--- config.mk ---
export PLATFORM = sky130hd
export DESIGN_NAME = windowed_power_presence_detector_top
export DESIGN_NICKNAME = d
export VERILOG_FILES = /design/src/rtl/wpd_pkg.sv /design/src/rtl/wpd_cell.sv /design/src/rtl/wpd_window.sv /design/src/rtl/wpd_divider.sv /design/src/rtl/windowed_power_presence_detector_top.sv
export SDC_FILE = /design/constraint.sdc
export NUM_CORES = 1
export LEC_CHECK = 0
export BUFFER_PORTS_ARGS = -buffer_cell sky130_fd_sc_hd__buf_2
export CORE_AREA = 4 4 165 167
export CTS_CLUSTER_DIAMETER = 50
export CTS_CLUSTER_SIZE = 8
export DETAILED_ROUTE_END_ITERATION = 8
export DIE_AREA = 0 0 169 171
export PLACE_DENSITY = 0.83
export REMOVE_ABC_BUFFERS = 1
export SLEW_MARGIN = 10
export SYNTH_ARGS = -nofsm -noshare
export SYNTH_HDL_FRONTEND = slang
export SYNTH_HIERARCHICAL = 1
export SYNTH_SLANG_ARGS = --single-unit
--- constraint.sdc ---
create_clock -name clock -period 4.1 [get_ports clock]
set_input_delay 0.205 -clock clock [delete_from_list [all_inputs] [get_ports clock]]
set_output_delay 0.205 -clock clock [all_outputs]
set_load 0.02 [all_outputs]
--- src/rtl/wpd_pkg.sv ---
// Shared types and constants for the windowed power presence detector.
// No dependencies; imported by every module in rtl/.
`timescale 1ns / 1ps

package wpd_pkg;

   localparam int SAMPLE_W        = 12;
   localparam int COUNT_W         = 16;
   localparam int HOLDOFF_W       = 16;
   localparam int STATE_W         = 2;
   localparam int CSR_INDEX_W     = 2;
   localparam int CSR_DATA_W      = 16;
   localparam int WINDOW_SIZE_DEF = 16;

   localparam logic [SAMPLE_W-1:0] SAMPLE_MAX = {SAMPLE_W{1'b1}};
   localparam logic [COUNT_W-1:0]  COUNT_MAX  = {COUNT_W{1'b1}};

   // Register reset values
   localparam logic [SAMPLE_W-1:0]  ON_THRESHOLD_RST  = 12'd3000;
   localparam logic [SAMPLE_W-1:0]  OFF_THRESHOLD_RST = 12'd2400;
   localparam logic [HOLDOFF_W-1:0] HOLDOFF_RST       = 16'd10;
   localparam logic [SAMPLE_W-1:0]  RIPPLE_LIMIT_RST  = 12'd200;

   // Register indexes
   localparam logic [CSR_INDEX_W-1:0] CSR_ON_THRESHOLD  = 2'd0;
   localparam logic [CSR_INDEX_W-1:0] CSR_OFF_THRESHOLD = 2'd1;
   localparam logic [CSR_INDEX_W-1:0] CSR_HOLDOFF       = 2'd2;
   localparam logic [CSR_INDEX_W-1:0] CSR_RIPPLE_LIMIT  = 2'd3;

   typedef enum logic [STATE_W-1:0] {
      PWR_UNKNOWN = 2'd0,
      PWR_OFF     = 2'd1,
      PWR_ON      = 2'd2
   } power_state_type;

   typedef enum logic [2:0] {
      ST_IDLE,
      ST_SCAN,
      ST_LAUNCH,
      ST_DIVIDE,
      ST_DONE
   } ctrl_state_type;

   // Control for the sample chain
   typedef struct packed {
      logic shift;   // every cell takes its neighbor's value
      logic load;    // head takes the new sample instead of the tail
   } win_ctrl_type;

endpackage

--- src/rtl/wpd_cell.sv ---
// One window cell: holds a single sample and passes it on when shifted.
// Depends on wpd_pkg.
`timescale 1ns / 1ps

module wpd_cell
   import wpd_pkg::*;
(
   input  logic                clock,
   input  logic                reset,
   input  logic                shift,
   input  logic [SAMPLE_W-1:0] sample_in,
   output logic [SAMPLE_W-1:0] sample_out
);

   logic [SAMPLE_W-1:0] value_ff;

   always_ff @(posedge clock) begin
      if (reset) begin
         value_ff <= '0;
      end else if (shift) begin
         value_ff <= sample_in;
      end
   end

   assign sample_out = value_ff;

endmodule

--- src/rtl/wpd_window.sv ---
// Sample window as a row of wpd_cell instances closed into a ring.
// Depends on wpd_pkg and wpd_cell.
`timescale 1ns / 1ps

module wpd_window
   import wpd_pkg::*;
#(
   parameter int WINDOW_SIZE = WINDOW_SIZE_DEF
) (
   input  logic                clock,
   input  logic                reset,
   input  win_ctrl_type        ctrl,
   input  logic [SAMPLE_W-1:0] sample_in,
   output logic [SAMPLE_W-1:0] tail
);

   logic [SAMPLE_W-1:0] link [WINDOW_SIZE+1];

   // Head takes a new sample on load, otherwise rotate the tail back around
   assign link[0] = ctrl.load ? sample_in : link[WINDOW_SIZE];

   for (genvar i = 0; i < WINDOW_SIZE; i++) begin : g_cell
      wpd_cell u_cell (
         .clock      (clock),
         .reset      (reset),
         .shift      (ctrl.shift),
         .sample_in  (link[i]),
         .sample_out (link[i+1])
      );
   end

   assign tail = link[WINDOW_SIZE];

endmodule

--- src/rtl/wpd_divider.sv ---
// Division of the window sum by the window size: multiply by the rounded-up
// reciprocal, then keep the quotient bits above the shift. Depends on wpd_pkg.
`timescale 1ns / 1ps

module wpd_divider
   import wpd_pkg::*;
#(
   parameter int WINDOW_SIZE = WINDOW_SIZE_DEF
) (
   input  logic                                   clock,
   input  logic                                   reset,
   input  logic                                   start,
   input  logic [SAMPLE_W+$clog2(WINDOW_SIZE)-1:0] dividend,
   output logic                                   busy,
   output logic [SAMPLE_W-1:0]                    quotient
);

   localparam int SUM_W   = SAMPLE_W + $clog2(WINDOW_SIZE);
   // Reciprocal ceil(2^SHIFT / WINDOW_SIZE) is exact for every SUM_W-bit sum
   localparam int SHIFT   = SUM_W + $clog2(WINDOW_SIZE);
   localparam int RECIP_W = SUM_W + 1;
   localparam int PROD_W  = SUM_W + RECIP_W;
   localparam longint unsigned RECIP_VAL =
      ((64'd1 << SHIFT) + 64'(WINDOW_SIZE) - 64'd1) / 64'(WINDOW_SIZE);
   localparam logic [RECIP_W-1:0] RECIP = RECIP_W'(RECIP_VAL);

   logic                busy_ff;
   logic [PROD_W-1:0]   prod_ff;
   logic [SAMPLE_W-1:0] quo_ff;

   // Busy for the one cycle in which the product is turned into the quotient
   always_ff @(posedge clock) begin
      if (reset) begin
         busy_ff <= 1'b0;
      end else begin
         busy_ff <= start;
      end
   end

   always_ff @(posedge clock) begin
      if (start) begin
         prod_ff <= PROD_W'(dividend) * PROD_W'(RECIP);
      end
      if (busy_ff) begin
         quo_ff <= prod_ff[SHIFT +: SAMPLE_W];
      end
   end

   assign busy     = busy_ff;
   assign quotient = quo_ff;

endmodule

--- src/rtl/windowed_power_presence_detector_top.sv ---
// Top level of the windowed power presence detector.
// Depends on wpd_pkg, wpd_window, wpd_cell and wpd_divider.
`timescale 1ns / 1ps

// Each request transaction carries one 12-bit converter sample. The sample
// enters a window of WINDOW_SIZE cells (all zero after reset, oldest sample
// dropped), and one response transaction follows with the floor average of
// the window, the committed power state (unknown, off, on) after threshold
// hysteresis and hold-off, a flag for a freshly committed change, the window
// ripple (max minus min) and a quality flag against ripple_limit. The block
// works on one sample at a time: after a request is taken, the cell ring
// rotates once while sum, minimum and maximum build up at its tail, then a
// multiply by the reciprocal of the window size turns the sum into the
// average through launch, product and quotient steps, and the done state
// commits the state and loads the response register once that register is
// free. The next request is taken only after that load; the ring scan takes
// most of a sample's time. A response waiting for its consumer does not hold
// off the next request, only the commit of that next sample. Registers are
// to be written through the csr port only while no sample is in flight; the
// block itself does not enforce this. csr_ready is always high.

module windowed_power_presence_detector_top
   import wpd_pkg::*;
#(
   parameter int WINDOW_SIZE = WINDOW_SIZE_DEF
) (
   input  logic                   clock,
   input  logic                   reset,
   // request channel
   input  logic                   req_valid,
   output logic                   req_stall,
   input  logic [SAMPLE_W-1:0]    req_sample,
   // response channel
   output logic                   rsp_valid,
   input  logic                   rsp_stall,
   output logic [SAMPLE_W-1:0]    rsp_average,
   output logic [STATE_W-1:0]     rsp_power_state,
   output logic                   rsp_power_on,
   output logic                   rsp_state_changed,
   output logic [SAMPLE_W-1:0]    rsp_ripple,
   output logic                   rsp_quality_good,
   // register write channel
   input  logic                   csr_valid,
   output logic                   csr_ready,
   input  logic [CSR_INDEX_W-1:0] csr_index,
   input  logic [CSR_DATA_W-1:0]  csr_data
);

   localparam int SUM_W = SAMPLE_W + $clog2(WINDOW_SIZE);
   localparam int CNT_W = (WINDOW_SIZE > 1) ? $clog2(WINDOW_SIZE) : 1;
   localparam logic [CNT_W-1:0] SCAN_LAST = CNT_W'(WINDOW_SIZE - 1);

   // ---------------------------------------------------------------------
   // Configuration registers
   // ---------------------------------------------------------------------
   logic [SAMPLE_W-1:0]  on_thr_ff;
   logic [SAMPLE_W-1:0]  off_thr_ff;
   logic [HOLDOFF_W-1:0] holdoff_ff;
   logic [SAMPLE_W-1:0]  limit_ff;

   assign csr_ready = 1'b1;

   always_ff @(posedge clock) begin
      if (reset) begin
         on_thr_ff  <= ON_THRESHOLD_RST;
         off_thr_ff <= OFF_THRESHOLD_RST;
         holdoff_ff <= HOLDOFF_RST;
         limit_ff   <= RIPPLE_LIMIT_RST;
      end else if (csr_valid && csr_ready) begin
         unique case (csr_index)
            CSR_ON_THRESHOLD:  on_thr_ff  <= csr_data[SAMPLE_W-1:0];
            CSR_OFF_THRESHOLD: off_thr_ff <= csr_data[SAMPLE_W-1:0];
            CSR_HOLDOFF:       holdoff_ff <= csr_data[HOLDOFF_W-1:0];
            CSR_RIPPLE_LIMIT:  limit_ff   <= csr_data[SAMPLE_W-1:0];
            default: ;
         endcase
      end
   end

   // ---------------------------------------------------------------------
   // Control state machine
   // ---------------------------------------------------------------------
   ctrl_state_type state_ff, state_in;
   logic           req_accept;
   logic           rsp_free;
   logic           rsp_load;
   logic           scan_en;
   logic           div_start;
   logic           div_busy;
   logic [CNT_W-1:0] scan_cnt_ff;
   win_ctrl_type   win_ctrl;

   assign req_stall  = (state_ff != ST_IDLE);
   assign req_accept = req_valid && !req_stall;
   assign rsp_free   = !rsp_valid || !rsp_stall;

   always_ff @(posedge clock) begin
      if (reset) begin
         state_ff <= ST_IDLE;
      end else begin
         state_ff <= state_in;
      end
   end

   always_comb begin
      state_in  = state_ff;
      scan_en   = 1'b0;
      div_start = 1'b0;
      rsp_load  = 1'b0;
      unique case (state_ff)
         ST_IDLE: begin
            if (req_accept) begin
               state_in = ST_SCAN;
            end
         end
         ST_SCAN: begin
            scan_en = 1'b1;
            if (scan_cnt_ff == SCAN_LAST) begin
               state_in = ST_LAUNCH;
            end
         end
         ST_LAUNCH: begin
            div_start = 1'b1;
            state_in  = ST_DIVIDE;
         end
         ST_DIVIDE: begin
            if (!div_busy) begin
               state_in = ST_DONE;
            end
         end
         ST_DONE: begin
            // hold the result until the response register is free
            if (rsp_free) begin
               rsp_load = 1'b1;
               state_in = ST_IDLE;
            end
         end
         default: state_in = ST_IDLE;
      endcase
   end

   // ---------------------------------------------------------------------
   // Sample ring: shift in on accept, rotate once during the scan
   // ---------------------------------------------------------------------
   logic [SAMPLE_W-1:0] tail;

   assign win_ctrl.shift = req_accept || scan_en;
   assign win_ctrl.load  = req_accept;

   wpd_window #(
      .WINDOW_SIZE (WINDOW_SIZE)
   ) u_window (
      .clock     (clock),
      .reset     (reset),
      .ctrl      (win_ctrl),
      .sample_in (req_sample),
      .tail      (tail)
   );

   // ---------------------------------------------------------------------
   // Window statistics, built from the tail as the ring turns
   // ---------------------------------------------------------------------
   logic [SUM_W-1:0]    sum_ff;
   logic [SAMPLE_W-1:0] lo_ff;
   logic [SAMPLE_W-1:0] hi_ff;

   always_ff @(posedge clock) begin
      if (reset) begin
         scan_cnt_ff <= '0;
      end else if (req_accept) begin
         scan_cnt_ff <= '0;
      end else if (scan_en) begin
         scan_cnt_ff <= scan_cnt_ff + 1'b1;
      end
   end

   always_ff @(posedge clock) begin
      if (req_accept) begin
         sum_ff <= '0;
         lo_ff  <= SAMPLE_MAX;
         hi_ff  <= '0;
      end else if (scan_en) begin
         sum_ff <= sum_ff + SUM_W'(tail);
         if (tail < lo_ff) begin
            lo_ff <= tail;
         end
         if (tail > hi_ff) begin
            hi_ff <= tail;
         end
      end
   end

   // ---------------------------------------------------------------------
   // Average = sum / WINDOW_SIZE
   // ---------------------------------------------------------------------
   logic [SAMPLE_W-1:0] average;

   wpd_divider #(
      .WINDOW_SIZE (WINDOW_SIZE)
   ) u_divider (
      .clock    (clock),
      .reset    (reset),
      .start    (div_start),
      .dividend (sum_ff),
      .busy     (div_busy),
      .quotient (average)
   );

   // ---------------------------------------------------------------------
   // Hysteresis and hold-off
   // ---------------------------------------------------------------------
   power_state_type     committed_ff;
   power_state_type     want;
   power_state_type     next_state;
   logic [COUNT_W-1:0]  count_ff;
   logic [COUNT_W-1:0]  count_inc;
   logic                commit;
   logic [SAMPLE_W-1:0] ripple;

   // hi never falls below lo once the whole window has been seen
   assign ripple    = hi_ff - lo_ff;
   assign count_inc = (count_ff != COUNT_MAX) ? count_ff + 1'b1 : count_ff;

   always_comb begin
      // on test wins when the thresholds overlap
      priority if (average >= on_thr_ff) begin
         want = PWR_ON;
      end else if (average <= off_thr_ff) begin
         want = PWR_OFF;
      end else begin
         want = committed_ff;
      end
      commit     = (HOLDOFF_W'(count_inc) >= holdoff_ff) && (want != committed_ff);
      next_state = commit ? want : committed_ff;
   end

   always_ff @(posedge clock) begin
      if (reset) begin
         committed_ff <= PWR_UNKNOWN;
         count_ff     <= '0;
      end else if (rsp_load) begin
         committed_ff <= next_state;
         count_ff     <= commit ? '0 : count_inc;
      end
   end

   // ---------------------------------------------------------------------
   // Response register
   // ---------------------------------------------------------------------
   logic                rsp_valid_ff;
   logic [SAMPLE_W-1:0] rsp_average_ff;
   logic [STATE_W-1:0]  rsp_state_ff;
   logic                rsp_changed_ff;
   logic [SAMPLE_W-1:0] rsp_ripple_ff;
   logic                rsp_quality_ff;

   always_ff @(posedge clock) begin
      if (reset) begin
         rsp_valid_ff <= 1'b0;
      end else if (rsp_load) begin
         rsp_valid_ff <= 1'b1;
      end else if (!rsp_stall) begin
         rsp_valid_ff <= 1'b0;
      end
   end

   always_ff @(posedge clock) begin
      if (rsp_load) begin
         rsp_average_ff <= average;
         rsp_state_ff   <= next_state;
         rsp_changed_ff <= commit;
         rsp_ripple_ff  <= ripple;
         rsp_quality_ff <= (ripple <= limit_ff);
      end
   end

   assign rsp_valid         = rsp_valid_ff;
   assign rsp_average       = rsp_average_ff;
   assign rsp_power_state   = rsp_state_ff;
   assign rsp_power_on      = (rsp_state_ff == PWR_ON);
   assign rsp_state_changed = rsp_changed_ff;
   assign rsp_ripple        = rsp_ripple_ff;
   assign rsp_quality_good  = rsp_quality_ff;

   // ---------------------------------------------------------------------
   // Assertions
   // ---------------------------------------------------------------------
   // an accepted sample always starts the ring scan
   a_accept_scans: assert property (@(posedge clock) disable iff (reset)
      req_accept |=> (state_ff == ST_SCAN))
      else $error("accepted sample did not start the scan");

   // the divider runs only while the controller waits on it
   a_div_in_divide: assert property (@(posedge clock) disable iff (reset)
      div_busy |-> (state_ff == ST_DIVIDE))
      else $error("divider busy outside the divide phase");

   // a reported change leaves the hold-off count cleared
   a_change_clears_count: assert property (@(posedge clock) disable iff (reset)
      (rsp_valid && rsp_state_changed) |-> (count_ff == '0))
      else $error("state change reported with nonzero hold-off count");

   // a new transaction is never loaded over a stalled response
   a_no_overwrite: assert property (@(posedge clock) disable iff (reset)
      (rsp_valid && rsp_stall) |-> !rsp_load)
      else $error("response register overwritten while stalled");

endmodule
==> results of run 1 <==
==> worst reg2reg max path, stage by stage, from the launching register on <==
cell	delay, ps
dfxtp_1	430
ha_1	230
and3_4	220
nand2_2	70
or3_1	530
mux2_2	340
ha_1	270
o21ai_0	150
nor2_1	60
nor3_1	120
o21ai_0	160
a211o_1	340
o211ai_1	200
buf_4	310
nand3_1	110
a21oi_1	160
==> registers in the layout, summed over array words and instances (netlist names), 2 cells and up <==
signal	count
u_divider/quotient	12
holdoff_ff	16
rsp_power_state	2
rsp_ripple	12
scan_cnt_ff	4
u_divider/prod_ff	12
limit_ff	12
sum_ff	16
on_thr_ff	12
lo_ff	12
off_thr_ff	12
hi_ff	12
rsp_average	12
committed_ff	2
state_ff	3
u_window/g_cell.u_cell/sample_out	192
count_ff	16
==> per-stage QoR <==
step	utilization	TNS [ps]	hold WS, ps	std cells
4_1_cts	0.702	0	15.0	2047
3_3_place_gp	0.638	0	401	1955
5_1_grt	0.702	0	33.3	2047
3_5_place_dp	0.638	0	405	1955
6_report	0.702	0	25.1	2047
2_1_floorplan	-	-659790	269	1534
==> repair_timing <==
item,CTS,global route
hold buffers,17,0
setup endpoints to repair,0,1
resized for setup,0,1
endpoints found under the hold margin,35,0
==> cell type report <==
cell class	instances	area (µm²)	area share
repair buffers	103	734	0.0406
clock buffers	70	1390	0.0768
clock inverters	5	80.1	0.00443
multi-input cells	1071	7300	0.404
flip-flops and latches	363	7790	0.431
well taps	335	419	0.0232
inverters	100	375	0.0208
==> report_power, final <==
part,internal (mW),switching (mW),leakage (nW),total [mW]
logic,0.240,0.343,4.17,0.583
clock network,2.39,1.45,0.713,3.84
registers,3.66,0.0241,2.99,3.69
==> cell families after synthesis <==
group | after synthesis | share of synthesized area
flip-flops | 363 | 0.491
adder cells (fa/ha/maj) | 102 | 0.0815
XOR/XNOR | 34 | 0.0188
multiplexers | 209 | 0.135
AO/OA/AOI/OAI | 224 | 0.0863
AND/OR/NAND/NOR | 501 | 0.137
other | 1 | 0.000237
buffers and inverters | 170 | 0.0494
==> path summary, 6_finish.rpt <==
check / startpoint / end / slack [ps]
worst max-delay path: count_ff[0]$_SDFFE_PP0P_ / count_ff[12]$_SDFFE_PP0P_ / 330
worst min register to register: u_divider/prod_ff[29]$_DFFE_PP_ / u_divider/quotient[9]$_DFFE_PP_ / 410
worst min-delay path: req_sample[3] / u_window/g_cell[0].u_cell/sample_out[3]$_SDFFE_PP0P_ / 30
worst max register to register: count_ff[0]$_SDFFE_PP0P_ / count_ff[12]$_SDFFE_PP0P_ / 330
==> cells in the final DEF (no fill, tap or decap), types with 6 or more instances in the layout <==
cell type | synthesis | final
nand2_1 | 114 | 113
clkbuf_16 | 0 | 52
mux2i_1 | 195 | 195
nor3_1 | 34 | 34
buf_4 | 1 | 15
ha_1 | 100 | 100
a211o_1 | 6 | 6
a21o_1 | 9 | 9
o21a_1 | 7 | 7
nand3_1 | 34 | 34
dlygate4sd3_1 | 0 | 17
edfxtp_1 | 52 | 52
a32o_1 | 9 | 9
xor2_1 | 12 | 12
xnor2_1 | 22 | 22
mux2_4 | 10 | 10
nand4_1 | 18 | 18
clkbuf_1 | 41 | 16
buf_2 | 5 | 64
o21ai_0 | 55 | 55
buf_12 | 0 | 6
nand2b_1 | 9 | 9
dfxtp_1 | 311 | 311
o211ai_1 | 15 | 15
inv_1 | 98 | 98
nor2_1 | 249 | 249
nor2b_1 | 14 | 14
a21oi_1 | 91 | 91
==> per-layer routing <==
layer  GRT usage  vias to the layer above  wire length, µm  part of all wire
met1       0.281                     5511            14100              0.42
li1            -                     5707                -                 -
met5           0                        -                0                 0
met3      0.0372                       93             1620             0.049
met4      0.0823                        0             1080             0.032
met2       0.413                      283            16500              0.49
==> synthesized netlist by cell type (3+ instances only) <==
library cell,n,area (µm²)
nor2b_1,14,87.6
buf_2,5,25.0
mux2_4,10,150
a31oi_1,4,25.0
a21o_1,9,67.6
o211ai_1,15,113
a41oi_1,3,26.3
nand4_1,18,113
a2111oi_0,3,26.3
ha_1,100,1250
nand3_1,34,170
clkbuf_1,41,154
nor3_1,34,170
dfxtp_1,311,6230
o21ai_0,55,275
buf_1,5,18.8
edfxtp_1,52,1560
o21a_1,7,52.6
a21oi_1,91,455
nor4_1,3,18.8
mux2i_1,195,1950
inv_1,98,368
a211o_1,6,52.6
buf_6,18,203
nor3b_1,3,22.5
a32o_1,9,90.1
nor2_1,249,935
xnor2_1,22,193
nand2b_1,9,56.3
or3_1,3,18.8
or2_2,5,31.3
o31ai_1,3,22.5
xor2_1,12,105
mux2_2,4,45.0
nand2_1,114,428
a211oi_1,4,30.0
==> reports/results.txt, run 1 <==
ANT cells = 0
Final wirelength = 33,300 µm
Yosys warning count = 6
Total track usage = 0.230
Final setup viols = 0
Worst-path cell chain = ha_1 > and3_4 > nand2_2 > or3_1 > mux2_2 > ha_1 > o21ai_0 > nor2_1 > nor3_1 > o21ai_0 > a211o_1 > o211ai_1 > buf_4 > nand3_1 > a21oi_1
Std cell rows = 59
Worst Hold Depth = 4
Stages on the worst setup path = 15
Via/cell ratio = 5.66
Min Tclk post-route = 3770 ps
Leakage power = 7.88 nW
Buf+Inv Stages, Crit Path = 1
R2R depth = 15
Worst slack at placement = 396 ps
Ports = 67
Main synth FF type = dfxtp_1
Drt pass-1 iters = 6
Mapped Cells = 1,604
First-pass GRT wire length = 55,400 µm
Htree depth = 2
Layout Nets = 1,828
Setup CP Type = reg2reg
CTS tree = built
Slew Viols, Final = 0
Die height = 171 µm
Pwr per Cell Area = 448 nW/µm²
Dpl hpwl = 22,100 µm
Die area = 28,900 µm²
Die W = 169 µm
Final hold violations = 0
Slew @ Worst Pin = 1120 ps
Vias = 11,600
Achievable Freq = 265 MHz
Clock tree buffer depth = 3
Crit path largest cell delay = 530 ps
Setup Buffers After CTS = 0
Largest fanout on the critical path = 17
RSZ-0062 raised after global routing = no
Vias in the first global route = 11,500
Clk_lat worst skew = 560 ps
CTS Buf Count = 52
Kind of end point of the critical path = flop
EDFF count, synth = 52
Crit path required time = 4580 ps
VDD IR max = 0.388 mV
Setup ws final = 327 ps
CP max-delay cell = or3_1
CP arrival = 4250 ps
FILL cells = 1,845
Status = finished, final reports clean
Final instance area = 18,100 µm²
GP Congestion = 0.928
Port Buf Inserts = 65
#FFs+latches synth = 363
Post-synth cell types = 62
Worst hold-check path type = in2reg
Synthesized area = 15,900 µm²
Asr flop ratio synth = 0
Num Clock Sinks = 363
Mapped Avg Cell Area = 9.88 µm²
Layout area overhead = 14.1%
DRC Markers = 0
Initial Utilization = 0.615
Initial antenna violation count = 0
GRT Residual Overflow = 0
Layout cells sized above 1 = 0.101
Family with the most delay on the worst path = simple AND/OR/NAND/NOR gates
Reg clk slew, reported paths = 50 ps
Remaining antenna violation count = 0
Post-DP Area = 16,400 µm²
Fin crit share = 0.920
Largest net degree at the start of global routing = 170
Crit start category = flop
Average routed wire per standard cell = 16.3 µm
Skew final = 29.4 ps
Tot Pwr = 8.10 mW
Root Buffer = clkbuf_16
Sequential fraction of the synthesis area = 0.491
Number of max-cap violations = 0
1st-iter DRT viols = 740
Slew headroom = 0.251
Core area = 25,800 µm²
No activity file was read; power rests on OpenSTA's default activity.
==> run 2, diff against run 1 <==
- MAX_ROUTING_LAYER: not set -> met4
==> run 2 against run 1 <==
Against the previous run:
- sequential power hardly changed
- critical path depth grew 1
- design area fell by 0.28%
- critical path type unchanged
- largest cell class unchanged
- maximum frequency is essentially flat
- critical endpoint is now count_ff[13]$_SDFFE_PP0P_
==> reports/results.txt, run 2 (synthesized netlist as in run 1, its figures left out) <==
Largest fanout on the critical path = 17 (unchanged)
Reg clk slew, reported paths = 50 ps (about the same)
Setup CP Type = reg2reg (unchanged)
Number of max-cap violations = 0 (unchanged)
Hold Slack = 35.1 ps (was 25.1 ps)
Setup ws final = 326 ps (was 327 ps)
Slew Viols, Final = 0 (unchanged)
Worst slack at placement = 371 ps (was 396 ps)
Min Tclk post-route = 3770 ps (about the same)
Std cell rows = 59 (unchanged)
Final hold violations = 0 (unchanged)
Htree depth = 2 (unchanged)
Dpl hpwl = 22,300 µm (was 22,100 µm)
Vias in the first global route = 11,800 (was 11,500)
Remaining antenna violation count = 0 (unchanged)
Crit start category = flop (unchanged)
Status = finished, final reports clean (unchanged)
GRT Residual Overflow = 0 (unchanged)
Switching share of power = 0.225 (was 0.224)
Slew headroom = 0.265 (was 0.251)
Total track usage = 0.241 (was 0.230)
Setup Buffers After CTS = 0 (unchanged)
FILL cells = 1,847 (was 1,845)
Root Buffer = clkbuf_16 (unchanged)
Die height = 171 µm (unchanged)
Leakage power = 7.85 nW (was 7.88 nW)
DRC Markers = 0 (unchanged)
Skew final = 14.1 ps (was 29.4 ps)
Largest net degree at the start of global routing = 156 (was 170)
CTS tree = built (unchanged)
Clk_lat worst skew = 550 ps (was 560 ps)
Most frequent cells in the layout = dfxtp_1 (311), nor2_1 (249), mux2i_1 (195), nand2_1 (113), ha_1 (100) (unchanged)
Crit path largest cell delay = 470 ps (was 530 ps)
Initial Utilization = 0.615 (unchanged)
Worst-path cell chain = and3_1 > and3_2 > nand3_1 > a21oi_1 > nand3_1 > xnor2_1 > ha_1 > a21oi_1 > nor2_1 > a211oi_1 > o21ai_0 > a211o_1 > o211ai_1 > buf_4 > nand3_1 > a21oi_1 (was ha_1 > and3_4 > nand2_2 > or3_1 > mux2_2 > ha_1 > o21ai_0 > nor2_1 > nor3_1 > o21ai_0 > a211o_1 > o211ai_1 > buf_4 > nand3_1 > a21oi_1)
Family with the most delay on the worst path = compound AO/OA/AOI/OAI gates (was simple AND/OR/NAND/NOR gates)
Sequential share of power = 0.461 (was 0.455)
Placed insts = 1,955 (unchanged)
Layout cells sized above 1 = 0.100 (was 0.101)
Buf+Inv Stages, Crit Path = 1 (unchanged)
Layout area overhead = 13.8% (was 14.1%)
Layout Nets = 1,828 (unchanged)
RSZ-0062 raised after global routing = no (unchanged)
Ports = 67 (unchanged)
Fin crit share = 0.920 (about the same)
GP Congestion = 0.922 (was 0.928)
Initial antenna violation count = 0 (unchanged)
Commonest non-fill, non-tap cell in the layout = dfxtp_1 (unchanged)
Tot Pwr = 8.00 mW (was 8.10 mW)
Largest register FFs = 192 (unchanged)
Switching power total = 1.80 mW (was 1.82 mW)
Cell internal pwr = 6.20 mW (was 6.29 mW)
Average routed wire per standard cell = 16.5 µm (was 16.3 µm)
Clock tree buffer depth = 3 (unchanged)
VDD IR max = 0.346 mV (was 0.388 mV)
Port Buf Inserts = 65 (unchanged)
1st-iter DRT viols = 714 (was 740)
CP arrival = 4230 ps (was 4250 ps)
Achievable Freq = 265 MHz (about the same)
Final instance area = 18,000 µm² (was 18,100 µm²)
Crit path required time = 4560 ps (was 4580 ps)
Core area = 25,800 µm² (unchanged)
Kind of end point of the critical path = flop (unchanged)
Clock network power share = 0.468 (was 0.473)
Final setup viols = 0 (unchanged)
Post-DP Area = 16,400 µm² (unchanged)
Slew @ Worst Pin = 1100 ps (was 1120 ps)
CP max-delay cell = a21oi_1 (was or3_1)
Num Clock Sinks = 363 (unchanged)
ANT cells = 0 (unchanged)
Pwr per Cell Area = 443 nW/µm² (was 448 nW/µm²)
Gate power share = 0.071 (was 0.072)
Die W = 169 µm (unchanged)
First-pass GRT wire length = 56,400 µm (was 55,400 µm)
Worst hold-check path type = in2reg (unchanged)
Vias = 11,600 (about the same)
Die area = 28,900 µm² (unchanged)
Final wirelength = 33,800 µm (was 33,300 µm)
Drt pass-1 iters = 5 (was 6)
Via/cell ratio = 5.67 (was 5.66)
Final Non-Filler Cells = 2,047 (unchanged)
CTS Buf Count = 52 (unchanged)
==> run 2: cell count changes in the layout (fill, tap and decap cells not counted) <==
cell       before  now
bufinv_16       1    0
clkbuf_1       16   17
clkbuf_8        2    1
inv_16          1    0
a2111oi_0       2    3
a2111oi_1       1    0
clkinv_2        1    3
==> run 2: tightest hold or removal path, stage by stage <==
cell	delay (ps)
buf_2	80
mux2_4	120
mux2i_1	60
nor2_1	70
==> run 2: path summary, 6_finish.rpt <==
kind | startpoint | end | depth (start not counted) | slack (ps)
hold / removal | req_sample[1] | u_window/g_cell[0].u_cell/sample_out[1]$_SDFFE_PP0P_ | 4 | 40
setup reg to reg | count_ff[2]$_SDFFE_PP0P_ | count_ff[13]$_SDFFE_PP0P_ | 16 | 330
setup / recovery | count_ff[2]$_SDFFE_PP0P_ | count_ff[13]$_SDFFE_PP0P_ | 16 | 330
hold reg to reg | u_divider/prod_ff[25]$_DFFE_PP_ | u_divider/quotient[5]$_DFFE_PP_ | 0 | 410
==> run 2: final cells by class <==
type / instances / area [µm²] / share of cell area
timing repair buffer: 103 / 734 / 0.0407
inverter: 100 / 375 / 0.0208
multi-input combinational: 1071 / 7300 / 0.405
tap: 335 / 419 / 0.0232
sequential: 363 / 7790 / 0.432
clock buffer: 70 / 1380 / 0.0765
clock inverter: 5 / 40.0 / 0.00222
==> run 2: repair_timing <==
action | in CTS | in global routing
hold buffers | 17 | 0
endpoints found under the hold margin | 28 | 0
resized for setup | 0 | 0
==> run 2: per-stage QoR <==
step | utilization | setup TNS, ps
4_1_cts | 0.700 | 0
5_1_grt | 0.700 | 0
3_5_place_dp | 0.638 | 0
3_3_place_gp | 0.638 | 0
2_1_floorplan | - | -659790
6_report | 0.700 | 0
==> run 2: per-layer routing <==
metal	global-route usage	share of wire	up-vias
met1	0.288	0.42	5441
met4	0.103	0.041	0
li1	-	-	5728
met2	0.410	0.49	323
met3	0.0351	0.054	113
met5	-	0	-
==> run 2: power by group through the flow <==
stage               Combinational, mW  Sequential [mW]  Clock, mW
floorplan                       0.498             3.75          0
global placement                0.537             3.75          0
detailed placement              0.554             3.75          0
CTS                             0.571             3.69       3.82
global route                    0.630             3.69       3.97
finish                          0.571             3.69       3.74
==> run 3, diff against run 2 <==
- BUFFER_PORTS_ARGS: -buffer_cell sky130_fd_sc_hd__buf_2 -> not set
- CORE_AREA: 4 4 165 167 -> 4 4 163 165
- DIE_AREA: 0 0 169 171 -> 0 0 167 169
- DONT_BUFFER_PORTS: not set -> 1
- PLACE_DENSITY: 0.83 -> 0.82
==> run 3 against run 2 <==
Against the previous run:
- global-route usage grew 0.35 points
- utilization is 1.8 points higher
- critical path depth down 1
- combinational power shrank 0.9%
- count of clock-buffer cells in the layout grew 1
- sequential power about the same
- die area fell by 2.3%
- power barely moved
- flip-flop and latch count did not move
- hold slack got worse by 32 ps
- worst setup slack got worse by 24 ps
- critical endpoint is now rsp_power_state[0]$_DFFE_PP_
- highest routed layer unchanged
==> reports/results.txt, run 3 (synthesized netlist as in run 1, its figures left out) <==
Number of max-cap violations = 0 (unchanged)
Drt pass-1 iters = 5 (unchanged)
Reg clk slew, reported paths = 50 ps (about the same)
Sequential share of power = 0.461 (about the same)
Crit start category = flop (unchanged)
ANT cells = 0 (unchanged)
Post-Route Setup TNS = 0 ps (unchanged)
Ports = 67 (unchanged)
Slew headroom = 0.329 (was 0.265)
Skew final = 18.0 ps (was 14.1 ps)
Htree depth = 2 (unchanged)
Port Buf Inserts = 0 (was 65)
Clk_lat worst skew = 550 ps (about the same)
CTS Buf Count = 52 (unchanged)
Largest register FFs = 192 (unchanged)
Layout Nets = 1,790 (was 1,828)
Hold endpoint = off_thr_ff[7]$_SDFFE_PP0P_ (was u_window/g_cell[0].u_cell/sample_out[1]$_SDFFE_PP0P_)
Worst slack at placement = 399 ps (was 371 ps)
Min Tclk post-route = 3800 ps (was 3770 ps)
Final hold violations = 0 (unchanged)
RSZ-0062 raised after global routing = no (unchanged)
Root Buffer = clkbuf_16 (unchanged)
Crit path largest cell delay = 520 ps (was 470 ps)
Setup Buffers After CTS = 0 (unchanged)
Worst-path cell chain = ha_1 > and3_4 > nand2_2 > or3_1 > mux2_2 > ha_1 > o21ai_0 > nor2_1 > nor3_1 > o21ai_0 > a211o_1 > o211ai_1 > buf_4 > nor2_1 > o21a_1 (was and3_1 > and3_2 > nand3_1 > a21oi_1 > nand3_1 > xnor2_1 > ha_1 > a21oi_1 > nor2_1 > a211oi_1 > o21ai_0 > a211o_1 > o211ai_1 > buf_4 > nand3_1 > a21oi_1)
Leakage power = 7.75 nW (was 7.85 nW)
CTS resizes = 0 (unchanged)
Cell internal pwr = 6.20 mW (about the same)
Layout area overhead = 13.5% (was 13.8%)
Reg-to-reg slack, setup = 300 ps (was 330 ps)
Crit Reg-Reg Endpoint = rsp_power_state[0]$_DFFE_PP_ (was count_ff[13]$_SDFFE_PP0P_)
DRC Markers = 0 (unchanged)
Clock network power share = 0.468 (about the same)
Setup ws final = 302 ps (was 326 ps)
FILL cells = 1,759 (was 1,847)
Hold Slack = 3.40 ps (was 35.1 ps)
VDD IR max = 0.381 mV (was 0.346 mV)
Num Clock Sinks = 363 (unchanged)
Worst Hold Depth = 3 (was 4)
Average routed wire per standard cell = 17.0 µm (was 16.5 µm)
Via/cell ratio = 5.76 (was 5.67)
Setup CP Type = reg2reg (unchanged)
1st-iter DRT viols = 795 (was 714)
Hold buffers post-CTS = 48 (was 17)
Die height = 169 µm (was 171 µm)
Remaining antenna violation count = 0 (unchanged)
Clock tree buffer depth = 3 (unchanged)
Vias in the first global route = 11,600 (was 11,800)
Status = finished, final reports clean (unchanged)
GP Congestion = 0.933 (was 0.922)
Core area = 25,000 µm² (was 25,800 µm²)
Initial antenna violation count = 0 (unchanged)
Final wirelength = 34,100 µm (was 33,800 µm)
Achievable Freq = 263 MHz (was 265 MHz)
Post-DP Area = 16,100 µm² (was 16,400 µm²)
Slew Viols, Final = 0 (unchanged)
Pwr per Cell Area = 444 nW/µm² (was 443 nW/µm²)
GRT Residual Overflow = 0 (unchanged)
Commonest non-fill, non-tap cell in the layout = dfxtp_1 (unchanged)
Multi-input gate area = 7300 µm² (about the same)
CTS tree = built (unchanged)
Dpl hpwl = 21,000 µm (was 22,300 µm)
Switching share of power = 0.225 (about the same)
Reg2reg start = count_ff[0]$_SDFFE_PP0P_ (was count_ff[2]$_SDFFE_PP0P_)
Initial Utilization = 0.633 (was 0.615)
Std cell rows = 58 (was 59)
R2R depth = 15 (was 16)
Worst hold-check path type = in2reg (unchanged)
Die area = 28,200 µm² (was 28,900 µm²)
Flip-flop and latch area = 7790 µm² (unchanged)
Vias = 11,500 (was 11,600)
CP arrival = 4100 ps (was 4230 ps)
Final setup viols = 0 (unchanged)
Gate power share = 0.071 (about the same)
Crit path required time = 4400 ps (was 4560 ps)
Largest net degree at the start of global routing = 226 (was 156)
Kind of end point of the critical path = flop (unchanged)
Final Non-Filler Cells = 2,004 (was 2,047)
Slew @ Worst Pin = 1000 ps (was 1100 ps)
Layout cells sized above 1 = 0.0627 (was 0.100)
Total track usage = 0.245 (was 0.241)
Final instance area = 18,000 µm² (about the same)
Largest fanout on the critical path = 20 (was 17)
Switching power total = 1.80 mW (about the same)
CP max-delay cell = or3_1 (was a21oi_1)
First-pass GRT wire length = 56,200 µm (was 56,400 µm)
Fin crit share = 0.926 (was 0.920)
Worst Hold Launch = csr_index[1] (was req_sample[1])
Most frequent cells in the layout = dfxtp_1 (311), nor2_1 (247), mux2i_1 (195), nand2_1 (113), ha_1 (100) (was dfxtp_1 (311), nor2_1 (249), mux2i_1 (195), nand2_1 (113), ha_1 (100))
Placed insts = 1,881 (was 1,955)
Die W = 167 µm (was 169 µm)
-- run 3: changes by cell type in the layout (fill, tap and decap cells not counted) --
cell	before	now
nor2_2	0	2
buf_16	0	1
buf_2	64	0
buf_12	6	5
buf_4	15	12
clkbuf_1	17	18
buf_6	1	0
dlygate4sd3_1	17	47
clkinv_2	3	2
nor2_1	249	247
-- run 3: area by class of cell --
type / instances / area share
Sequential cell: 363 / 0.433
Timing Repair Buffer: 65 / 0.0383
Clock buffer: 71 / 0.0769
Inverter: 100 / 0.0209
Clock inverter: 4 / 0.00195
Tap cell: 330 / 0.0230
Multi-Input combinational cell: 1071 / 0.406
-- run 3: worst max path at each step --
stage                                  start                                              endpoint  slack, ps  cells after the start
floorplan           state_ff[0]$_SDFFE_PP0P_  u_window/g_cell[0].u_cell/sample_out[0]$_SDFFE_PP0P_      -3440                      5
finish              count_ff[0]$_SDFFE_PP0P_                          rsp_power_state[0]$_DFFE_PP_        300                     15
global placement    count_ff[0]$_SDFFE_PP0P_                          rsp_power_state[0]$_DFFE_PP_        460                     15
global route        count_ff[2]$_SDFFE_PP0P_                          rsp_power_state[0]$_DFFE_PP_         50                     16
detailed placement  count_ff[0]$_SDFFE_PP0P_                          rsp_power_state[0]$_DFFE_PP_        400                     15
CTS                 count_ff[0]$_SDFFE_PP0P_                          rsp_power_state[0]$_DFFE_PP_        370                     15
-- run 3: metal layers --
| layer | vias up | GRT usage | wire length, µm |
|---|---|---|---|
| met4 | 0 | 0.0975 | 1290 |
| met5 | - | - | 0 |
| li1 | 5632 | - | - |
| met3 | 99 | 0.0369 | 1810 |
| met1 | 5455 | 0.287 | 14200 |
| met2 | 362 | 0.424 | 16800 |
-- run 3: through the flow --
step,power [mW],utilization
floorplan,4.24,-
global placement,4.22,0.642
detailed placement,4.23,0.642
CTS,8.03,0.718
global route,8.26,0.718
finish,7.99,0.718
-- run 3: critical path, delay by kind of cell (launching register included) --
kind / cells / cell delay (ps)
buf+inv: 1 / 300
compound gates: 5 / 890
simple gates: 6 / 1100
fa+ha+maj: 2 / 490
flops: 1 / 420
mux: 1 / 340
-- run 3: power by group through the flow --
stage / sequential, mW / combinational [mW] / clock, mW
after floorplan: 3.75 / 0.498 / 0
after global placement: 3.75 / 0.464 / 0
after detailed placement: 3.75 / 0.481 / 0
after CTS: 3.69 / 0.562 / 3.79
after global routing: 3.69 / 0.615 / 3.96
final: 3.69 / 0.566 / 3.74
